File: config.mk
export PLATFORM = sky130hd
export DESIGN_NAME = sat_store
export DESIGN_NICKNAME = d
export VERILOG_FILES = /design/src/rtl/core/sat_pkg.sv /design/src/rtl/core/sat_store.sv
export SDC_FILE = /design/constraint.sdc
export NUM_CORES = 2
export LEC_CHECK = 0
export ABC_AREA = 0
export BUFFER_PORTS_ARGS = -buffer_cell sky130_fd_sc_hd__buf_2
export CAP_MARGIN = 10
export CORE_UTILIZATION = 35
export CTS_BUF_LIST = sky130_fd_sc_hd__clkbuf_4
export CTS_CLUSTER_DIAMETER = 100
export CTS_CLUSTER_SIZE = 12
export DETAILED_ROUTE_END_ITERATION = 7
export GPL_TIMING_DRIVEN = 0
export PLACE_DENSITY = 0.48
export RECOVER_POWER = 100
export SETUP_SLACK_MARGIN = 0.15
export SLEW_MARGIN = 25
export SYNTH_ARGS = -nofsm -noshare
export SYNTH_HDL_FRONTEND = slang
export SYNTH_SLANG_ARGS = --single-unit
File: constraint.sdc
create_clock -name clk_i -period 1.5 [get_ports clk_i]
set_clock_uncertainty 0.15 [all_clocks]
set_input_delay 0.075 -clock clk_i [delete_from_list [all_inputs] [get_ports clk_i]]
set_output_delay 0.075 -clock clk_i [all_outputs]
set_load 0.005 [all_outputs]
File: src/rtl/core/sat_pkg.sv
// shared types and constants for the seen address table
package sat_pkg;

  localparam int unsigned TABLE_DEPTH = 16;
  localparam int unsigned MAX_RESULTS = 16;
  localparam int unsigned IDX_W = (TABLE_DEPTH > 1) ? $clog2(TABLE_DEPTH) : 1;
  localparam int unsigned CNT_W = $clog2(TABLE_DEPTH + 1);
  localparam int unsigned RES_W = $clog2(MAX_RESULTS + 1);
  localparam logic [31:0] STALE_RESET = 32'd60000;

  typedef enum logic [1:0] {
    OP_RECORD = 2'd0,
    OP_LIST   = 2'd1,
    OP_CLEAR  = 2'd2
  } op_e;

  typedef enum logic [2:0] {
    ST_IDLE,
    ST_REC_SCAN,
    ST_REC_WR,
    ST_LIST_SCAN,
    ST_LIST_EVAL,
    ST_LIST_END
  } state_e;

  typedef struct packed {
    logic [1:0]        opcode;
    logic [31:0]       now_ms;
    logic [47:0]       peer_addr;
    logic [1:0]        peer_addr_type;
    logic signed [7:0] peer_rssi;
    logic [63:0]       uuid_high;
    logic [63:0]       uuid_low;
    logic [4:0]        list_limit;
  } item_t;

  typedef struct packed {
    logic              has_entry;
    logic [47:0]       out_addr;
    logic [1:0]        out_addr_type;
    logic signed [7:0] out_rssi;
    logic [31:0]       out_seen_ms;
    logic [63:0]       out_uuid_high;
    logic [63:0]       out_uuid_low;
    logic              is_last;
  } result_t;

  typedef struct packed {
    logic [47:0]       addr;
    logic [1:0]        addr_type;
    logic signed [7:0] rssi;
    logic [31:0]       seen_ms;
    logic [63:0]       uuid_high;
    logic [63:0]       uuid_low;
  } entry_t;

  typedef struct packed {
    logic             rd_en;
    logic [IDX_W-1:0] rd_addr;
    logic             wr_en;
    logic [IDX_W-1:0] wr_addr;
    logic             inval_en;
    logic [IDX_W-1:0] inval_addr;
    logic             clr_all;
  } store_req_t;

endpackage

File: src/rtl/core/sat_store.sv
// entry memory with registered read data and per-entry valid flops
module sat_store (
  input  logic                           clk_i,
  input  logic                           rst_ni,
  input  sat_pkg::store_req_t            req_i,
  input  sat_pkg::entry_t                wr_data_i,
  output sat_pkg::entry_t                rd_data_o,
  output logic [sat_pkg::TABLE_DEPTH-1:0] valid_o
);
  import sat_pkg::*;

  entry_t                 mem_q [TABLE_DEPTH];
  entry_t                 rd_data_q;
  logic [TABLE_DEPTH-1:0] valid_q;
  logic [TABLE_DEPTH-1:0] valid_d;

  always_ff @(posedge clk_i) begin
    if (req_i.wr_en) begin
      mem_q[req_i.wr_addr] <= wr_data_i;
    end
    if (req_i.rd_en) begin
      rd_data_q <= mem_q[req_i.rd_addr];
    end
  end

  always_comb begin
    valid_d = valid_q;
    if (req_i.inval_en) begin
      valid_d[req_i.inval_addr] = 1'b0;
    end
    if (req_i.wr_en) begin
      valid_d[req_i.wr_addr] = 1'b1;
    end
    if (req_i.clr_all) begin
      valid_d = '0;
    end
  end

  always_ff @(posedge clk_i or negedge rst_ni) begin
    if (!rst_ni) begin
      valid_q <= '0;
    end else begin
      valid_q <= valid_d;
    end
  end

  assign rd_data_o = rd_data_q;
  assign valid_o   = valid_q;

endmodule

==> results.md <==
- The flow ran to the end, but the final reports show violations.
- The final reports fail on negative hold slack, max-capacitance violations, max-slew violations, negative setup slack.
- The max capacitance violation total is 1.
- The transition time at the pin with the least slew margin is around 1700 ps.
- The final standard cell utilization of the core is 0.423.
- Of the synthesized area, sequential elements account for 0.814.
- The final layout contains routed wiring with a total length of ~410,000 um.
- The first-pass GRT wire length is about 560,000 um.
- The tightest hold margin is -352 ps.
- In the synthesized netlist, the number of instances is approximately 5.6k.
- The average wire per standard cell is about 32 um.
- The final net count is around 7.8k.
- The post-detailed-route count of antenna-violating nets is 0.
- The area overhead of the layout relative to synthesis is 20.2%.
- The startpoint kind of the worst setup timing path is an input port.
- In this run, the number of DRC markers left after iteration 0 of detailed routing was around 7k.
- For this run, the slowest stage of the critical path takes approximately 900 ps.
- In the layout the commonest cells are 3,706 x sky130_fd_sc_hd__edfxtp_1, 872 x sky130_fd_sc_hd__mux4_2, 745 x sky130_fd_sc_hd__dlygate4sd3_1, 526 x sky130_fd_sc_hd__buf_2, 394 x sky130_fd_sc_hd__clkbuf_4.
- The family with the most delay on the worst path is buffers and inverters.
- The detailed-route via count is a little under 70k.
- The layout has 34.2k filler cells.
- Clock-pin slew was measured on the worst setup and hold paths at ~130 ps.
- The combined area of all synthesized cells is 137,000 um^2.
- For the worst-skew pair, the clock arrives at the later sink with an insertion delay of about 1500 ps.
- The HPWL after detailed placement is about 260,000 um.
- The total placed instance area is approximately 150,000 um^2.
- The area inside the core boundary is a little under 400,000 um^2.
- The slowest stage of the critical path belongs to the cell sky130_fd_sc_hd__dlygate4sd3_1.
- Walking the worst path, the cells encountered are clkbuf_1 > nor2b_1 > clkbuf_1 > nand2_1 > dlygate4sd3_1 > clkinvlp_2 > buf_12 > dlygate4sd3_1 > buf_16 > buf_16 > buf_16 > buf_16 > buf_12.
- The clock tree synthesis step divided the H-tree into 5 levels.
- The full die area is roughly 390,000 um^2.
- The via density per instance is 5.30.
- The final number of max-transition violations is 37.
- The count of cell types in the netlist is 28.
- Across the VDD grid, the largest voltage drop is about 0.62 mV.
- The library cell appearing most often on the critical path is sky130_fd_sc_hd__buf_16.
- The leftover overflow at the end of global routing is 0.
- Once routing completed, OpenROAD measured the worst setup slack at -1100 ps.
- The first-pass detailed-route iteration total is 5.
- Measured along the x axis, the die boundary spans around 630 um.
- The multi-input combinational cells in the finished layout cover a total of 25,900 um^2.
- Pin placement for this block handled 470 I/O pins.
- Summed over all cells, the static leakage comes to roughly 52 nW.
- The tree built by TritonCTS fans out to between 3k and 4k sinks.
- The number of buffers and inverters on the critical path is 11.
- The initial antenna violation count was 41.
- The number of nets in the synthesized netlist is between 5k and 6k.
- The final weighted congestion of routability-driven global placement is just over 0.7.
- The worst setup path category is in2reg.
- The required time of the critical path is 2550 ps.
- Headroom to the max-slew limit came out at -0.166.
- Each instance of the synthesized netlist takes up on average roughly 24 um^2.
- For the worst setup path, the data arrival time is about 3700 ps.
- The initial utilization of the core area, before any placement, comes to 0.352.
- The height of the chip is ~630 um.
- Leaving out fill and tap cells, the most frequent cell in the layout is sky130_fd_sc_hd__edfxtp_1.
- Clock tree synthesis selected as its root buffer the cell sky130_fd_sc_hd__clkbuf_4.
- The final standard cell area without fillers is approximately 160,000 um^2.
- The final setup TNS is -1,887,910 ps.
- The maximum operating frequency is roughly 380 MHz.
- The number of placement rows is 229.
- The pin count of the biggest net entering global routing is between 50 and 60.
- The number of buffers added on ports is about 470.
- The share of the cycle needed by the critical path after routing is 1.73.
- The sequential cell area is about 110,000 um^2.
- In this run the power density over the cells is 1070 nW/um^2.
- Setup repair after global routing could not meet its margin everywhere.
- The total of warnings raised by yosys is 0.
- The via count of the first global-routing pass is 70.9k.
- The count of final hold-check violations was 164.
- The number of buffers on the longest clock path is 4.
- The total power after layout is between 150 and 200 mW.
- The synthesized flop and latch total is roughly 3.7k.
- The setup violation total in the final timing report is 3,939.
- Along the worst path, the maximum fanout reaches 14.
- The TritonCTS buffer count is approximately 350.
- STA classifies the critical path endpoint as a flip-flop.
- The DRC violation count after routing is 0.
- The kind of path behind the tightest hold check is in2reg.
- In the final layout, the share of cells above drive strength 1 is 0.359.
- The minimum clock period after layout is 2600 ps.
- The TritonCTS clock tree is done.
- In the global route stage, overall resource usage came out at 0.204.
-- synth_stat cells, drive strengths merged --
cell type	instances	area share
a21oi	16	0.00058
nor3b	1	0.000055
and2b	1	0.000055
o21ai	14	0.00051
o31ai	2	0.00011
nand3	6	0.00022
nor2b	7	0.00032
and3b	2	0.00013
inv	17	0.00046
dfrtp	16	0.0029
buf	163	0.0075
or3b	1	0.000064
nand3b	2	0.00011
and3	1	0.000046
a22oi	284	0.016
nand2	157	0.0043
clkbuf	129	0.0035
and2	3	0.00014
o22ai	152	0.0069
nand2b	8	0.00036
nor2	80	0.0022
edfxtp	3706	0.81
or2	4	0.00018
mux4	872	0.14
-- where the power goes --
part	leakage [nW]	switching [mW]	internal, mW
Combinational	16.3	8.13	6.09
Sequential	33.9	0.825	117
Clock	1.86	32.3	12.7
-- path summary, 6_finish.rpt --
| path | from | cells past startpoint | slack [ps] | to |
|---|---|---|---|---|
| worst max register to register | mem_q[3][77]$_DFFE_PP_ | 3 | -180 | rd_data_o[77]$_DFFE_PP_ |
| max in group asynchronous | rst_ni | 5 | 80 | valid_o[0]$_DFF_PN0_ |
| worst min register to register | valid_o[15]$_DFF_PN0_ | 2 | 410 | valid_o[15]$_DFF_PN0_ |
| min in group asynchronous | rst_ni | 5 | 650 | valid_o[15]$_DFF_PN0_ |
| worst min-delay path | req_i[13] | 5 | -350 | rd_data_o[184]$_DFFE_PP_ |
| worst max-delay path | req_i[7] | 13 | -1100 | mem_q[6][171]$_DFFE_PP_ |
-- final cells by class --
| type | instances | share of cell area |
|---|---|---|
| Clock inverter | 25 | 0.00202 |
| Timing Repair Buffer | 1601 | 0.0962 |
| Clock buffer | 369 | 0.0168 |
| Inverter | 17 | 0.000614 |
| Buffer | 292 | 0.0103 |
| Sequential cell | 3722 | 0.677 |
| Multi-Input combinational cell | 1613 | 0.157 |
| Tap cell | 5197 | 0.0394 |
| Antenna cell | 16 | 0.000243 |
-- logic make-up after synthesis --
| family | synth area share |
|---|---|
| flops | 0.814 |
| mux | 0.143 |
| compound gates | 0.0237 |
| buf+inv | 0.0115 |
| simple gates | 0.00816 |
-- worst register-to-register path, delay by kind of cell, from the launching register on --
kind	cells	cell delay, ps
compound gates	1	260
simple gates	1	130
flops	1	390
mux	1	480
-- registers in the layout (all words and copies together) (netlist names) --
| register | cells |
|---|---|
| mem_q | 3488 |
| valid_o | 16 |
| rd_data_o | 218 |
-- repair_timing --
| item | 4_1_cts | 5_1_grt |
|---|---|---|
| gates resized for setup | 355 | 306 |
| hold buffers | 749 | 16 |
| endpoints found under the setup margin | 452 | 3585 |
| gates cloned | 0 | 8 |
| pin swaps | 328 | 81 |
| buffers inserted | 2 | 144 |
| endpoints found under the hold margin | 6568 | 483 |
-- through the flow --
step / std cells / setup WS, ps
after floorplan: 5644 / -2690
after global placement: 11306 / -8780
after detailed placement: 11531 / -1990
after CTS: 12676 / -1360
after global routing: 12843 / -1220
final: 12852 / -1100
-- per-layer routing --
metal	routed length, um	global-route usage	vias up
met3	21600	0.0286	485
li1	-	-	28150
met1	171000	0.275	37348
met4	10300	0.0491	28
met5	178	0	-
met2	208000	0.350	2086
Note: power is estimated with default switching activity, not from simulation.
